File: config.mk
export PLATFORM = sky130hd
export DESIGN_NAME = imu_frame_deframer_flat
export DESIGN_NICKNAME = d
export VERILOG_FILES = /design/src/rtl/core/ifd_pkg.sv /design/src/rtl/core/ifd_rx_if.sv /design/src/rtl/core/ifd_res_if.sv /design/src/rtl/core/imu_frame_deframer.sv /design/src/flat_wrapper.sv
export SDC_FILE = /design/constraint.sdc
export NUM_CORES = 1
export LEC_CHECK = 0
export BUFFER_PORTS_ARGS = -buffer_cell sky130_fd_sc_hd__buf_2
export CAP_MARGIN = 20
export CORE_ASPECT_RATIO = 0.9
export CORE_MARGIN = 2
export CORE_UTILIZATION = 50
export DETAILED_ROUTE_END_ITERATION = 8
export PLACE_DENSITY_LB_ADDON = 0.3
export SYNTH_ARGS = -nofsm -noshare
export SYNTH_HDL_FRONTEND = slang
export SYNTH_SLANG_ARGS = --single-unit
File: constraint.sdc
create_clock -name clk_i -period 3.9 [get_ports clk_i]
set_input_delay 0.195 -clock clk_i [delete_from_list [all_inputs] [get_ports clk_i]]
set_output_delay 0.195 -clock clk_i [all_outputs]
set_load 0.005 [all_outputs]
File: src/rtl/core/ifd_pkg.sv
// Shared types and constants for the frame deframer.
`default_nettype none
package ifd_pkg;

  localparam logic [7:0] PREAMBLE_BYTE = 8'hFA;
  localparam logic [7:0] BUS_ID_BYTE   = 8'hFF;
  localparam logic [7:0] CHECK_START   = 8'h01;

  typedef enum logic [2:0] {
    PH_HUNT    = 3'd0,
    PH_BUSID   = 3'd1,
    PH_ID      = 3'd2,
    PH_LEN     = 3'd3,
    PH_PAYLOAD = 3'd4,
    PH_CHECK   = 3'd5
  } phase_e;

  typedef enum logic [1:0] {
    KIND_PAYLOAD = 2'd0,
    KIND_GOOD    = 2'd1,
    KIND_BAD     = 2'd2
  } kind_e;

  typedef struct packed {
    kind_e      kind;
    logic [7:0] message_id;
    logic [7:0] payload_byte;
    logic [7:0] byte_index;
    logic [7:0] payload_length;
    logic       last;
  } result_t;

endpackage
`default_nettype wire

File: src/rtl/core/ifd_rx_if.sv
// Received byte channel: valid/ready handshake with one byte per word.
`default_nettype none
interface ifd_rx_if;
  logic       valid;
  logic       ready;
  logic [7:0] rx_byte;

  modport source (output valid, output rx_byte, input ready);
  modport sink   (input valid, input rx_byte, output ready);
endinterface
`default_nettype wire

File: src/rtl/core/ifd_res_if.sv
// Result channel: payload bytes and frame end words.
`default_nettype none
interface ifd_res_if;
  logic       valid;
  logic       ready;
  logic [1:0] kind;
  logic [7:0] message_id;
  logic [7:0] payload_byte;
  logic [7:0] byte_index;
  logic [7:0] payload_length;
  logic       last;

  modport source (output valid, output kind, output message_id, output payload_byte,
                  output byte_index, output payload_length, output last, input ready);
  modport sink   (input valid, input kind, input message_id, input payload_byte,
                  input byte_index, input payload_length, input last, output ready);
endinterface
`default_nettype wire

File: src/rtl/core/imu_frame_deframer.sv
// Frame deframer top level: byte state machine between input and result registers.
//
// Usage:
//   rx_i carries one received byte per word. res_o carries one word per
//   payload byte (kind payload, with its index in the frame) and one word at
//   the checksum byte (kind good or bad, last set). Hunt, bus-id, id and
//   length bytes produce no word.
//   A byte accepted on rx_i is held in the input register, runs through the
//   state machine and is written to the result register; its word is shown
//   on res_o from then on.
//   Throughput: one byte per cycle while res_o is not held, set by the state
//   update between the input register and the result register.
//   Reset: the state machine hunts for the preamble, the check value is
//   0x01 and both registers are empty.
//   Stall: while res_o is held, the input register keeps its byte and
//   rx_i.ready drops once that register is full; nothing is dropped.
`default_nettype none
module imu_frame_deframer (
  input  wire        clk_i,
  input  wire        rst_ni,
  ifd_rx_if.sink     rx_i,
  ifd_res_if.source  res_o
);
  import ifd_pkg::*;

  // input register
  logic       in_valid_q;
  logic [7:0] in_byte_q;

  // frame state
  phase_e     phase_q, phase_d;
  logic [7:0] check_q, check_d;
  logic [7:0] id_q, id_d;
  logic [7:0] len_q, len_d;
  logic [7:0] taken_q, taken_d;

  // result register
  logic       res_valid_q;
  result_t    res_q;
  result_t    res_d;
  logic       emit;

  logic       res_free;
  logic       in_fire;
  logic       rx_take;
  logic [7:0] taken_inc;

  assign res_free  = !res_valid_q || res_o.ready;
  assign in_fire   = in_valid_q && res_free;
  assign rx_i.ready = !in_valid_q || res_free;
  assign rx_take   = rx_i.valid && rx_i.ready;
  assign taken_inc = taken_q + 8'd1;

  always_ff @(posedge clk_i or negedge rst_ni) begin
    if (!rst_ni) begin
      in_valid_q <= 1'b0;
    end else if (rx_take) begin
      in_valid_q <= 1'b1;
    end else if (in_fire) begin
      in_valid_q <= 1'b0;
    end
  end

  always_ff @(posedge clk_i) begin
    if (rx_take) begin
      in_byte_q <= rx_i.rx_byte;
    end
  end

  always_ff @(posedge clk_i or negedge rst_ni) begin
    if (!rst_ni) begin
      phase_q <= PH_HUNT;
      check_q <= CHECK_START;
      id_q    <= 8'd0;
      len_q   <= 8'd0;
      taken_q <= 8'd0;
    end else if (in_fire) begin
      phase_q <= phase_d;
      check_q <= check_d;
      id_q    <= id_d;
      len_q   <= len_d;
      taken_q <= taken_d;
    end
  end

  always_comb begin
    phase_d = phase_q;
    check_d = check_q;
    id_d    = id_q;
    len_d   = len_q;
    taken_d = taken_q;
    emit    = 1'b0;
    res_d.kind           = KIND_PAYLOAD;
    res_d.message_id     = id_q;
    res_d.payload_byte   = 8'd0;
    res_d.byte_index     = 8'd0;
    res_d.payload_length = len_q;
    res_d.last           = 1'b0;
    case (phase_q)
      PH_HUNT: begin
        if (in_byte_q == PREAMBLE_BYTE) begin
          phase_d = PH_BUSID;
        end
      end
      PH_BUSID: begin
        // a wrong bus id is dropped, not retried as a preamble
        phase_d = (in_byte_q == BUS_ID_BYTE) ? PH_ID : PH_HUNT;
      end
      PH_ID: begin
        id_d    = in_byte_q;
        check_d = CHECK_START - in_byte_q;
        phase_d = PH_LEN;
      end
      PH_LEN: begin
        len_d   = in_byte_q;
        check_d = check_q - in_byte_q;
        taken_d = 8'd0;
        phase_d = (in_byte_q == 8'd0) ? PH_CHECK : PH_PAYLOAD;
      end
      PH_PAYLOAD: begin
        check_d            = check_q - in_byte_q;
        emit               = 1'b1;
        res_d.payload_byte = in_byte_q;
        res_d.byte_index   = taken_q;
        taken_d            = taken_inc;
        if (taken_inc == len_q) begin
          phase_d = PH_CHECK;
        end
      end
      PH_CHECK: begin
        emit       = 1'b1;
        res_d.kind = (check_q == in_byte_q) ? KIND_GOOD : KIND_BAD;
        res_d.last = 1'b1;
        phase_d    = PH_HUNT;
      end
      default: begin
        phase_d = PH_HUNT;
      end
    endcase
  end

  always_ff @(posedge clk_i or negedge rst_ni) begin
    if (!rst_ni) begin
      res_valid_q <= 1'b0;
    end else if (res_free) begin
      res_valid_q <= in_fire && emit;
    end
  end

  always_ff @(posedge clk_i) begin
    if (in_fire && emit) begin
      res_q <= res_d;
    end
  end

  assign res_o.valid          = res_valid_q;
  assign res_o.kind           = res_q.kind;
  assign res_o.message_id     = res_q.message_id;
  assign res_o.payload_byte   = res_q.payload_byte;
  assign res_o.byte_index     = res_q.byte_index;
  assign res_o.payload_length = res_q.payload_length;
  assign res_o.last           = res_q.last;

  // payload phase always has bytes left to take
  a_payload_left: assert property (@(posedge clk_i) disable iff (!rst_ni)
    phase_q == PH_PAYLOAD |-> (len_q != 8'd0) && (taken_q < len_q))
    else $error("payload phase with no bytes left");

  // checksum byte ends the frame with a last word and a return to hunting
  a_check_ends: assert property (@(posedge clk_i) disable iff (!rst_ni)
    in_fire && phase_q == PH_CHECK |=> phase_q == PH_HUNT && res_valid_q && res_q.last)
    else $error("checksum byte did not close the frame");

  // an empty input register never blocks the byte channel
  a_rx_ready: assert property (@(posedge clk_i) disable iff (!rst_ni)
    !in_valid_q |-> rx_i.ready)
    else $error("input stalled while its register is empty");

  // last marks exactly the frame end words
  a_last_kind: assert property (@(posedge clk_i) disable iff (!rst_ni)
    res_valid_q |-> (res_q.last == (res_q.kind != KIND_PAYLOAD)))
    else $error("last and kind disagree");

endmodule
`default_nettype wire
File: src/flat_wrapper.sv
// flat-port wrapper written by rule: the top's interface ports become plain ports
module imu_frame_deframer_flat import ifd_pkg::*;
  (clk_i, rst_ni, rx_i_valid, rx_i_rx_byte, rx_i_ready, res_o_valid, res_o_kind, res_o_message_id, res_o_payload_byte, res_o_byte_index, res_o_payload_length, res_o_last, res_o_ready);
  ifd_rx_if rx_i_i ();
  ifd_res_if res_o_i ();
  input  wire clk_i;
  input  wire rst_ni;
  input wire logic [$bits(rx_i_i.valid)-1:0] rx_i_valid;
  input wire logic [$bits(rx_i_i.rx_byte)-1:0] rx_i_rx_byte;
  output wire logic [$bits(rx_i_i.ready)-1:0] rx_i_ready;
  output wire logic [$bits(res_o_i.valid)-1:0] res_o_valid;
  output wire logic [$bits(res_o_i.kind)-1:0] res_o_kind;
  output wire logic [$bits(res_o_i.message_id)-1:0] res_o_message_id;
  output wire logic [$bits(res_o_i.payload_byte)-1:0] res_o_payload_byte;
  output wire logic [$bits(res_o_i.byte_index)-1:0] res_o_byte_index;
  output wire logic [$bits(res_o_i.payload_length)-1:0] res_o_payload_length;
  output wire logic [$bits(res_o_i.last)-1:0] res_o_last;
  input wire logic [$bits(res_o_i.ready)-1:0] res_o_ready;
  assign rx_i_i.valid = rx_i_valid;
  assign rx_i_i.rx_byte = rx_i_rx_byte;
  assign rx_i_ready = rx_i_i.ready;
  assign res_o_valid = res_o_i.valid;
  assign res_o_kind = res_o_i.kind;
  assign res_o_message_id = res_o_i.message_id;
  assign res_o_payload_byte = res_o_i.payload_byte;
  assign res_o_byte_index = res_o_i.byte_index;
  assign res_o_payload_length = res_o_i.payload_length;
  assign res_o_last = res_o_i.last;
  assign res_o_i.ready = res_o_ready;
  imu_frame_deframer u_core (.clk_i(clk_i), .rst_ni(rst_ni), .rx_i(rx_i_i), .res_o(res_o_i));
endmodule
After elaboration in Yosys (flattened, before gate mapping)
Index checks and enable logic that the tools add are counted.
{"block": "word_totals", "reg_bits": 80, "in_bits": 12}
{"block": "op_classes", "add_sub_neg": 3, "n_eq_ne": 11, "mux": 12, "n_reduce_logical": 19}
{"cell": "$pmux W8 S2", "count": 2}
{"cell": "$eq A8 B8 Y1", "count": 2}
{"cell": "$eq A8 B8 Y1 const B", "count": 2}
{"cell": "$pmux W3 S5", "count": 1}
{"cell": "$add A8 B1 Y8 const B", "count": 1}
{"cell": "$logic_not A8 Y1", "count": 1}
{"cell": "$reduce_and A2 Y1", "count": 4}
{"cell": "$sub A1 B8 Y8 const A", "count": 1}
{"cell": "$sub A8 B8 Y8", "count": 1}
{"cell": "$eq A3 B2 Y1 const B", "count": 2}
{"cell": "$eq A3 B3 Y1 const B", "count": 2}
{"cell": "$mux W3", "count": 2}
{"cell": "$reduce_bool A2 Y1", "count": 3}
{"cell": "$mux W1", "count": 5}
{"cell": "$mux W2", "count": 2}
{"cell": "$ne A2 B1 Y1 const B", "count": 2}
{"cell": "$reduce_or A2 Y1", "count": 2}
{"cell": "$eq A3 B1 Y1 const B", "count": 1}
{"cell": "$logic_and A1 B1 Y1", "count": 3}
{"cell": "$logic_not A3 Y1", "count": 1}
{"cell": "$reduce_and A3 Y1", "count": 1}
{"cell": "$logic_not A1 Y1", "count": 2}
{"cell": "$logic_or A1 B1 Y1", "count": 2}

Depth between registers and ports, before layout
Gate-level depths: netlist of run 1.
{"block": "logic_depth", "word_depth": 5, "mapped_depth": 10, "ltp_nobuf": 10}

Worst setup path before layout of run 1
No wires, ideal clock.
{"block": "synth_path", "path_kind": "reg2reg", "from": "reg u_core.phase_q[1]", "to": "reg u_core.res_q (netlist bit u_core.res_o.byte_index[0]) (enable)", "setup_time_ns": 0.427, "t_arrival_ns": 2.312, "t_required_ns": 3.473, "path_slack_ns": 1.161, "path_stages_with_launch": 5, "path_buffers": 2, "period_less_slack_ns": 2.739, "path_cell_list": "dfrtp_1 buf_2 nand2b_4 buf_2 nor2_1"}
{"block": "synth_between", "elab_chain_len": 4}
{"item": "start: declaration", "line_no": "imu_frame_deframer.sv:31", "text": "phase_e phase_q, phase_d;"}
{"item": "start signal: assignment", "line_no": "imu_frame_deframer.sv:78", "text": "phase_q <= phase_d;"}
{"item": "$eq A3 B3 Y1", "line_no": "imu_frame_deframer.sv:99", "text": "case (phase_q)"}
{"item": "$reduce_or A2 Y1 (no line) (*)"}
{"item": "$mux W1 (*)", "line_no": "imu_frame_deframer.sv:99"}
{"item": "$logic_and A1 B1 Y1 (*)", "line_no": "imu_frame_deframer.sv:151", "text": "if (in_fire && emit) begin"}
{"item": "end signal: assignment", "line_no": "imu_frame_deframer.sv:152", "text": "res_q <= res_d;"}
{"item": "end: declaration", "line_no": "imu_frame_deframer.sv:39", "text": "result_t res_q;"}
Every way passes the cells marked *; elsewhere a longest branch is shown, timed or not.
A chain may end at the register's enable or synchronous reset.

Final worst setup path of run 1
{"block": "layout_path", "from": "reg u_core.in_byte_q[3]", "to": "reg u_core.check_q[7]"}
{"block": "layout_between", "elab_chain_len": 2}
{"item": "start: declaration", "line_no": "imu_frame_deframer.sv:28", "text": "logic [7:0] in_byte_q;"}
{"item": "start signal: assignment", "line_no": "imu_frame_deframer.sv:66", "text": "in_byte_q <= rx_i.rx_byte;"}
{"item": "$sub A8 B8 Y8 / $sub A1 B8 Y8 (equally long branches)", "line_no": "imu_frame_deframer.sv:116, imu_frame_deframer.sv:121, imu_frame_deframer.sv:111"}
{"item": "$pmux W8 S2 (*)", "line_no": "imu_frame_deframer.sv:99"}
{"item": "end signal: assignment", "line_no": "imu_frame_deframer.sv:79", "text": "check_q <= check_d;"}
{"item": "end: declaration", "line_no": "imu_frame_deframer.sv:32", "text": "logic [7:0] check_q, check_d;"}
Marked as above.

==> results of run 1 <==
[stage by stage]
stage | setup slack, ns | util | area, sq um
after CTS | 1.55 | 0.582 | 4320
after floorplan | 1.16 | - | 3770
after global placement | 1.56 | 0.546 | 4060
after detailed placement | 1.54 | 0.546 | 4060
after global routing | 1.38 | 0.583 | 4330
final | 1.49 | 0.583 | 4330
[worst paths after layout]
check | startpoint | endpoint | slack (ns) | cells past startpoint
max in group asynchronous | rst_ni | u_core.id_q[6] | 2.90 | 2
setup / recovery | u_core.in_byte_q[3] | u_core.check_q[7] | 1.49 | 8
hold / removal | rx_i_rx_byte[5] | u_core.in_byte_q[5] | 0.02 | 1
min in group asynchronous | rst_ni | u_core.res_o.valid | 0.47 | 2
setup reg to reg | u_core.in_byte_q[3] | u_core.check_q[7] | 1.49 | 8
hold reg to reg | u_core.id_q[4] | u_core.res_o.message_id[4] | 0.46 | 0
[logic make-up (layout without fill, tap and decap cells)]
family,after synthesis,count (layout),share of synthesized area
muxes,6,6,0.0169
adders and majority gates,10,10,0.0352
buffers and inverters,29,84,0.0348
xor gates and xnor gates,18,18,0.0438
AOI/OAI and AO/OA,72,72,0.118
and+or+nand+nor,118,118,0.163
DFF,80,80,0.588
[power breakdown]
part           leakage, uW  internal (uW)  switching, uW  total [uW]
Sequential        0.000895            996            107        1100
Clock             0.000106            335            304         639
Combinational     0.000783            234            291         525
[final cells by class]
| type | count | area (sq um) | area share |
|---|---|---|---|
| clock buffer | 11 | 151 | 0.0349 |
| inverter | 14 | 52.6 | 0.0121 |
| tap | 96 | 120 | 0.0277 |
| sequential | 80 | 2220 | 0.512 |
| timing repair buffer | 54 | 300 | 0.0693 |
| multi-input combinational | 224 | 1430 | 0.329 |
| clock inverter | 5 | 63.8 | 0.0147 |
[routing by layer]
| metal | vias up | part of all wire |
|---|---|---|
| li1 | 1289 | - |
| met1 | 1260 | 0.45 |
| met2 | 79 | 0.48 |
| met3 | 8 | 0.062 |
| met4 | 0 | 0.0091 |
| met5 | - | 0 |
[worst register-to-register path, stage by stage (launching register included)]
cell,delay (ns)
edfxtp_1,0.48
inv_1,0.21
ha_1,0.31
a21o_1,0.20
a21oi_1,0.18
nand2_1,0.11
o311ai_1,0.51
nor2_1,0.10
a211oi_1,0.22
[sequential cells by signal (all words and copies together) (netlist names), 2 cells and up]
signal / flops
u_core.in_byte_q: 8
u_core.taken_q: 8
u_core.phase_q: 3
u_core.res_o.kind: 2
u_core.res_o.byte_index: 8
u_core.res_o.payload_byte: 8
u_core.len_q: 8
u_core.res_o.message_id: 8
u_core.res_o.payload_length: 8
u_core.check_q: 8
u_core.id_q: 8
[cells in the final DEF, fill, tap and decap left out, types with 2 or more instances in the layout]
| master | count |
|---|---|
| buf_2 | 48 |
| edfxtp_1 | 43 |
| dfrtp_1 | 36 |
| nand2_1 | 33 |
| o21ai_0 | 30 |
| nor2_1 | 17 |
| a21oi_1 | 17 |
| inv_1 | 14 |
| and2_1 | 12 |
| nor3_1 | 11 |
| clkbuf_8 | 11 |
| xnor2_1 | 10 |
| nand3_1 | 9 |
| ha_1 | 9 |
| nand2b_1 | 7 |
| xor2_1 | 7 |
| dlygate4sd3_1 | 6 |
| nor4_1 | 4 |
| mux2_2 | 3 |
| mux2i_1 | 3 |
| or3_1 | 3 |
| nor3b_1 | 3 |
| a31oi_1 | 3 |
| nor2b_1 | 3 |
| o21ai_1 | 3 |
| and3_1 | 3 |
| nand3b_1 | 2 |
| nand2_2 | 2 |
| nand4_1 | 2 |
| o41ai_1 | 2 |
| a21o_1 | 2 |
| and2b_1 | 2 |
| o31ai_1 | 2 |
| clkinv_4 | 2 |
[what timing repair did]
action | CTS | global route
endpoints found under the hold margin | 40 | 1
hold buffers | 5 | 1
setup endpoints to repair | 0 | 0
==> run_results.csv, run 1 <==
group,metric,value,unit
floorplanning,die_w,95.5,um
yosys,yosysWarnings,0,
worst_setup_path,arrival,2.68,ns
yosys,ys_types,55,
yosys,synth.avg_cell_area,11.3,sq um
yosys,synth-edff-count,43,
floorplanning,start_util,0.507,
place,dp_hpwl,5.25,mm
clock_network,cts_tree,"yes",
yosys,yosys.area.top_type,"edfxtp_1",
clock_network,cts-root-buf,"clkbuf_8",
sta,max_freq,0.415,GHz
clock_network,cts_max_level,3,
place,port-buffer-count,48,
worst_setup_path,slowest_delay,0.50,ns
final_layout,fillers,651,
final_layout,drive_above_1_share,0.204,
sta,max_slew_margin,0.321,
power_and_ir_drop,power_density,523,nW/um^2
grt,grt_usage,0.202,
yosys,yosysSeqAreaShare,0.588,
sta,min_period,2.41,ns
sta,hold_violations,0,
run_status,outcome,"complete, no violations",
floorplanning,design.core.area,7430,sq um
grt,grt_util_met3,0.0583,
sta,rsz0062_at_grt,"false",
grt,use_met1,0.283,
final_layout,n_antenna_cell,0,
sta,worst_pin_slew,1.02,ns
grt,use_met2,0.307,
route,antenna_left,0,
place,place.gp.congestion,0.886,
yosys,synth_area_leaders,"edfxtp_1 (34%), dfrtp_1 (24%), o21ai_0 (4.0%)",
route,routed_wl,7.48,mm
worst_setup_path,crit_path_cell_trace,"inv_1, ha_1, a21o_1, a21oi_1, nand2_1, o311ai_1, nor2_1, a211oi_1",
worst_setup_path,crit_fanout,6,
floorplanning,boundaryPins,49,
sta,post-route-period-util,0.618,
worst_setup_path,cpMaxStageDelayCell,"o311ai_1",
clock_network,clockBufferDepth,2,
final_layout,post_layout_nonfiller_instances,484,
worst_setup_path,setup.worst_path.end_class,"flop",
final_layout,nets,405,
final_layout,area_growth,15.0,%
route,drc,0,
yosys,syn_nets,355,
worst_setup_path,path_class,"flop to flop",
yosys,synth_common_cells,"edfxtp_1 (43), dfrtp_1 (36), nand2_1 (33)",
floorplanning,dieArea,8250,sq um
worst_setup_path,path_buf_inv,1,
power_and_ir_drop,vdd_drop_max,297,uV
yosys,ys_seq_elements,80,
route,drtIter0Drc,221,
yosys,synth.most_common_cell,"edfxtp_1",
floorplanning,die_height,86.4,um
sta,fin_hold_ws,0.0187,ns
yosys,synthFlopType,"edfxtp_1",
sta,fin_skew,0.00520,ns
sta,slew_viol_final,0,
clock_network,clk_latency,0.35,ns
grt,grt_max_degree,38,
worst_setup_path,worstPathRequired,4.16,ns
clock_network,cts-resized-gates,0,
route,vias,2636,
clock_network,numCtsBuffers,9,
grt,grt_pass1_wl,12.3,mm
worst_setup_path,crit_family,"compound AO/OA/AOI/OAI gates",
sta,tns,0,ns
clock_network,cts_setup_buffers,0,
yosys,postSynthCellCount,333,
power_and_ir_drop,leakagePower,0.00178,uW
route,dr.pass1.iters,4,
worst_setup_path,crit_path_start_kind,"flop",
yosys,synth_top_area_frac,0.343,
sta,finalSetupViolations,0,
yosys,synthArstFlopShare,0.463,
power_and_ir_drop,power,2270,uW
route,routedWlPerCell,15.5,um
clock_network,clock-sinks,80,
place,dp.cells,462,
route,vias_per_cell,5.45,
grt,grt-busiest-layer,"met2",
grt,antenna_found_initial,0,
clock_network,clk_pin_slew,0.08,ns
yosys,syn_area,3770,sq um
grt,first_global_vias,2476,
job,cap_violations,0,
floorplanning,rows,30,
min_path,min-delay-path-class,"input pin to flop",
grt,grt-ovfl-total,0,
Note: power is estimated with default switching activity, not from simulation.
==> run 2: changes to the inputs <==
- clock period: 3.9 -> 2 ns (I/O delays scaled with it)
==> run 2 against run 1 <==
Sequential power up 92%. Fmax grew 27%. Count of clock-buffer cells in the layout down 2. Critical endpoint is now u_core.check_q[6]. Largest power group unchanged. Flip-flop and latch count unchanged. Via count rose by 4.1%. Final cell count is 5.6% higher. Global-route usage is 0.72 points higher. Critical path depth grew 2. Setup slack lost 1.4 ns.
==> run_results.csv, run 2 (synthesized netlist as in run 1, its figures left out) <==
group,metric,value,unit
route,routed_wl,7.82,mm
clock_network,clk_pin_slew,0.09,ns
clock_network,cts-root-buf,"clkbuf_8",
place,place.gp.congestion,0.933,
floorplanning,die_height,86.4,um
grt,grt-ovfl-total,0,
floorplanning,design.core.area,7430,sq um
floorplanning,boundaryPins,49,
sta,finalSetupViolations,0,
clock_network,cts_max_level,3,
final_layout,ff_latch_area,2220,sq um
worst_setup_path,crit_path_start_kind,"flop",
power_and_ir_drop,leakagePower,0.00191,uW
sta,fin_skew,0.0122,ns
grt,antenna_found_initial,0,
route,drtIter0Drc,163,
final_layout,drive_above_1_share,0.263,
grt,first_global_vias,2680,
worst_setup_path,path_class,"flop to flop",
sta,min_period,1.90,ns
sta,slew_viol_final,0,
power_and_ir_drop,power,4580,uW
sta,worst_pin_slew,0.876,ns
power_and_ir_drop,power_density,1000,nW/um^2
power_and_ir_drop,vdd_drop_max,552,uV
final_layout,final_cell_mix,"buf_2 (48), edfxtp_1 (43), dfrtp_1 (36)",
place,port-buffer-count,48,
worst_setup_path,worstPathRequired,2.24,ns
worst_setup_path,arrival,2.14,ns
clock_network,clockBufferDepth,2,
clock_network,numCtsBuffers,9,
route,vias,2745,
clock_network,cts_setup_buffers,0,
floorplanning,start_util,0.507,
route,drc,0,
final_layout,nets,432,
worst_setup_path,crit_fanout,2,
sta,timing.final.ws_setup,0.103,ns
final_layout,area_growth,21.4,%
floorplanning,rows,30,
final_layout,fillers,607,
clock_network,cts_tree,"yes",
grt,grt_max_degree,38,
floorplanning,die_w,95.5,um
sta,post-route-period-util,0.949,
place,place_ws,-0.0213,ns
route,routedWlPerCell,15.3,um
floorplanning,dieArea,8250,sq um
clock_network,clk_latency,0.36,ns
worst_setup_path,setup.worst_path.end_class,"flop",
run_status,outcome,"complete, no violations",
place,dp_hpwl,5.44,mm
final_layout,final_common_cell,"buf_2",
final_layout,multi_input_area,1460,sq um
sta,hold_violations,0,
grt,grt_pass1_wl,13.0,mm
route,antenna_left,0,
clock_network,clock-sinks,80,
grt,grt_usage,0.209,
min_path,min-delay-path-class,"input pin to flop",
route,vias_per_cell,5.37,
final_layout,n_antenna_cell,0,
sta,max_freq,0.527,GHz
route,dr.pass1.iters,4,
job,cap_violations,0,
sta,max_slew_margin,0.416,
-- run 2: worst paths after layout --
check / to / slack, ns / from / depth (start not counted)
max: u_core.check_q[6] / 0.10 / u_core.check_q[0] / 10
min: u_core.in_valid_q / 0.05 / res_o_ready / 3
max reg2reg: u_core.check_q[6] / 0.10 / u_core.check_q[0] / 10
min reg2reg: u_core.res_o.message_id[3] / 0.46 / u_core.id_q[3] / 0
max in group asynchronous: u_core.in_valid_q / 1.05 / rst_ni / 2
min in group asynchronous: u_core.id_q[0] / 0.39 / rst_ni / 2
-- run 2: worst max-delay path, cell delays in order, from the launching register on --
cell and delay, ns:
dfstp_2 0.36, inv_1 0.06, ha_1 0.15, inv_1 0.06
fa_2 0.35, a21o_1 0.18, a21oi_2 0.15, o21ai_0 0.11
xor2_1 0.15, a21oi_1 0.13, a21oi_1 0.08
-- run 2: layout make-up --
type,instances,share of cell area
sequential,80,0.485
multi-input combinational,224,0.319
timing repair buffer,81,0.115
clock buffer,9,0.0271
tap,96,0.0262
clock inverter,7,0.0167
inverter,14,0.0115
-- run 2: timing repair --
action / 4_1_cts / 5_1_grt
resized for setup: 2 / 6
hold endpoints to repair: 45 / 0
hold buffers: 10 / 0
pin swaps: 0 / 3
setup endpoints to repair: 2 / 2
-- run 2: stage by stage --
stage	utilization	TNS, ns	instance area [sq um]	std cells	hold WS [ns]
after floorplan	-	0	3780	333	-0.196
after global routing	0.616	-0.000232	4580	511	0.0839
final	0.616	0	4580	511	0.0481
after global placement	0.571	0	4240	485	0.258
after detailed placement	0.571	-0.0245	4240	485	0.278
after CTS	0.613	0	4560	511	0.0352
-- run 2: power by group --
part           internal [uW]  switching [uW]  leakage (uW)
Clock                    587             622     0.0000966
Sequential              1940             171      0.000895
Combinational            595             668      0.000914
-- run 2: per-layer routing --
layer	up-vias	wire, um	part of all wire	track usage
li1	1354	-	-	-
met1	1308	3510	0.45	0.275
met2	72	3860	0.49	0.336
met3	11	337	0.043	0.0478
met4	0	117	0.015	0.0857
met5	-	0	0	0
==> run 3: changes to the inputs <==
- CELL_PAD_IN_SITES_DETAIL_PLACEMENT: default -> 0
- CELL_PAD_IN_SITES_GLOBAL_PLACEMENT: default -> 1
- CORE_UTILIZATION: 50 -> 41
==> run 3 against run 2 <==
Clock skew down 0.0022 ns. Critical endpoint is now u_core.phase_q[0]. Cell area up 3.7%. Core utilization down 9.1 points. Die area up 21%. Flip-flop and latch count unchanged. Total power up 4.0%. Setup slack worse by 0.030 ns. Sequential share of layout area down 1.7 points. Register-to-register slack worse by 0.03 ns. Count of clock-buffer cells in the layout up 1. Sequential power about the same. Global-route usage down 3.4 points.
==> run_results.csv, run 3 (synthesized netlist as in run 1, its figures left out) <==
group,metric,value,unit
run_status,outcome,"complete, no violations",
place,dpl_cell_area,4330,sq um
final_layout,post_layout_nonfiller_instances,548,
worst_setup_path,arrival,2.21,ns
clock_network,clockBufferDepth,2,
grt,grt-ovfl-total,0,
clock_network,cts_tree,"yes",
grt,antenna_found_initial,0,
power_and_ir_drop,power_density,1000,nW/um^2
sta,rsz0062_at_grt,"true",
sta,max_slew_margin,0.620,
grt,grt-busiest-layer,"met2",
route,routedWlPerCell,14.8,um
floorplanning,die_w,105,um
sta,min_period,1.93,ns
sta,slew_viol_final,0,
grt,grt_max_degree,33,
final_layout,drive_above_1_share,0.291,
worst_setup_path,r2r-start,"u_core.taken_q[1]",
place,dp.cells,518,
clock_network,numCtsBuffers,9,
clock_network,cts_max_level,3,
clock_network,clk_latency,0.36,ns
sta,max_freq,0.519,GHz
clock_network,cts-root-buf,"clkbuf_8",
sta,hold_violations,0,
power_and_ir_drop,vdd_drop_max,507,uV
worst_setup_path,ff2ff_path_depth,7,
worst_setup_path,crit_fanout,7,
worst_setup_path,regToRegSetupSlack,0.07,ns
final_layout,nets,443,
floorplanning,rows,33,
sta,post-route-period-util,0.964,
worst_setup_path,r2r_end,"u_core.phase_q[0]",
final_layout,area_growth,25.9,%
route,vias_per_cell,4.95,
route,dr.pass1.iters,4,
final_layout,final_common_cell,"buf_2",
job,cap_violations,0,
clock_network,clock-sinks,80,
grt,grt_usage,0.175,
sta,fin_skew,0.00993,ns
route,routed_wl,8.11,mm
sta,finalSetupViolations,0,
power_and_ir_drop,leakagePower,0.00197,uW
route,antenna_left,0,
worst_setup_path,startpoint,"u_core.taken_q[1]",
grt,grt_util_met3,0.0380,
min_path,min-delay-path-class,"input pin to flop",
route,drtIter0Drc,111,
clock_network,clk_pin_slew,0.08,ns
sta,worst_pin_slew,0.570,ns
worst_setup_path,endpoint,"u_core.phase_q[0]",
worst_setup_path,crit_path_start_kind,"flop",
final_layout,n_antenna_cell,0,
floorplanning,boundaryPins,49,
grt,grt_pass1_wl,13.3,mm
route,vias,2712,
floorplanning,start_util,0.417,
worst_setup_path,path_class,"flop to flop",
floorplanning,dieArea,9980,sq um
place,place.gp.congestion,0.955,
floorplanning,design.core.area,9040,sq um
worst_setup_path,worstPathRequired,2.28,ns
final_layout,final_cell_mix,"buf_2 (48), edfxtp_1 (43), dfrtp_1 (36)",
worst_setup_path,setup.worst_path.end_class,"flop",
route,drc,0,
grt,use_met1,0.226,
floorplanning,die_height,95.0,um
place,port-buffer-count,48,
grt,first_global_vias,2685,
place,dp_hpwl,5.76,mm
grt,use_met2,0.288,
final_layout,fin_area,4740,sq um
## run 3: timing repair
item,CTS,global route
hold buffers,10,0
resized for setup,3,12
endpoints found under the hold margin,31,0
pin swaps,0,8
setup endpoints to repair,2,3
setup buffers,0,4
## run 3: per-stage QoR
step           hold slack [ns]   util  setup WS (ns)  setup TNS (ns)  power [uW]
2_1_floorplan           -0.196      -         0.0366               0        2930
5_1_grt                 0.0763  0.525        -0.0235         -0.0357        5040
4_1_cts                 0.0218  0.514         0.0174               0        4620
3_3_place_gp             0.134  0.479         0.0526               0        3290
6_report                0.0583  0.525         0.0724               0        4770
3_5_place_dp             0.136  0.479        -0.0438         -0.0652        3320
## run 3: metal layers
metal  vias to the layer above  share of wire
met3                        13          0.034
met2                        57           0.48
met1                      1280           0.47
met5                         -              0
met4                         0          0.019
li1                       1362              -
## run 3: worst min path at each step
stage	to	start	slack, ns	cells after the start
2_1_floorplan	u_core.check_q[1]	rst_ni	-0.20	0
3_3_place_gp	u_core.res_o.valid	rst_ni	0.13	1
3_5_place_dp	u_core.res_o.valid	rst_ni	0.14	1
4_1_cts	u_core.in_valid_q	res_o_ready	0.02	3
5_1_grt	u_core.in_valid_q	res_o_ready	0.08	3
6_report	u_core.in_valid_q	res_o_ready	0.06	3
## run 3: area by class of cell
class                           count  area [sq um]
Fill cell                         788          4300
Sequential cell                    80          2220
Multi-Input combinational cell    224          1500
Timing Repair Buffer               92           608
Tap cell                          122           153
Clock buffer                       10           138
Clock inverter                      6          73.8
Inverter                           14          52.6
## run 3: critical path, stage by stage (launching register included)
cell,delay (ns)
dfrtp_1,0.43
ha_1,0.28
nor2b_1,0.16
or3_1,0.30
a31oi_1,0.25
o311a_1,0.21
a31oi_1,0.09
o21ai_1,0.13
## run 3: power breakdown
group	switching, uW	internal [uW]
Clock	628	626
Combinational	700	700
Sequential	172	1940
Total	1500	3270
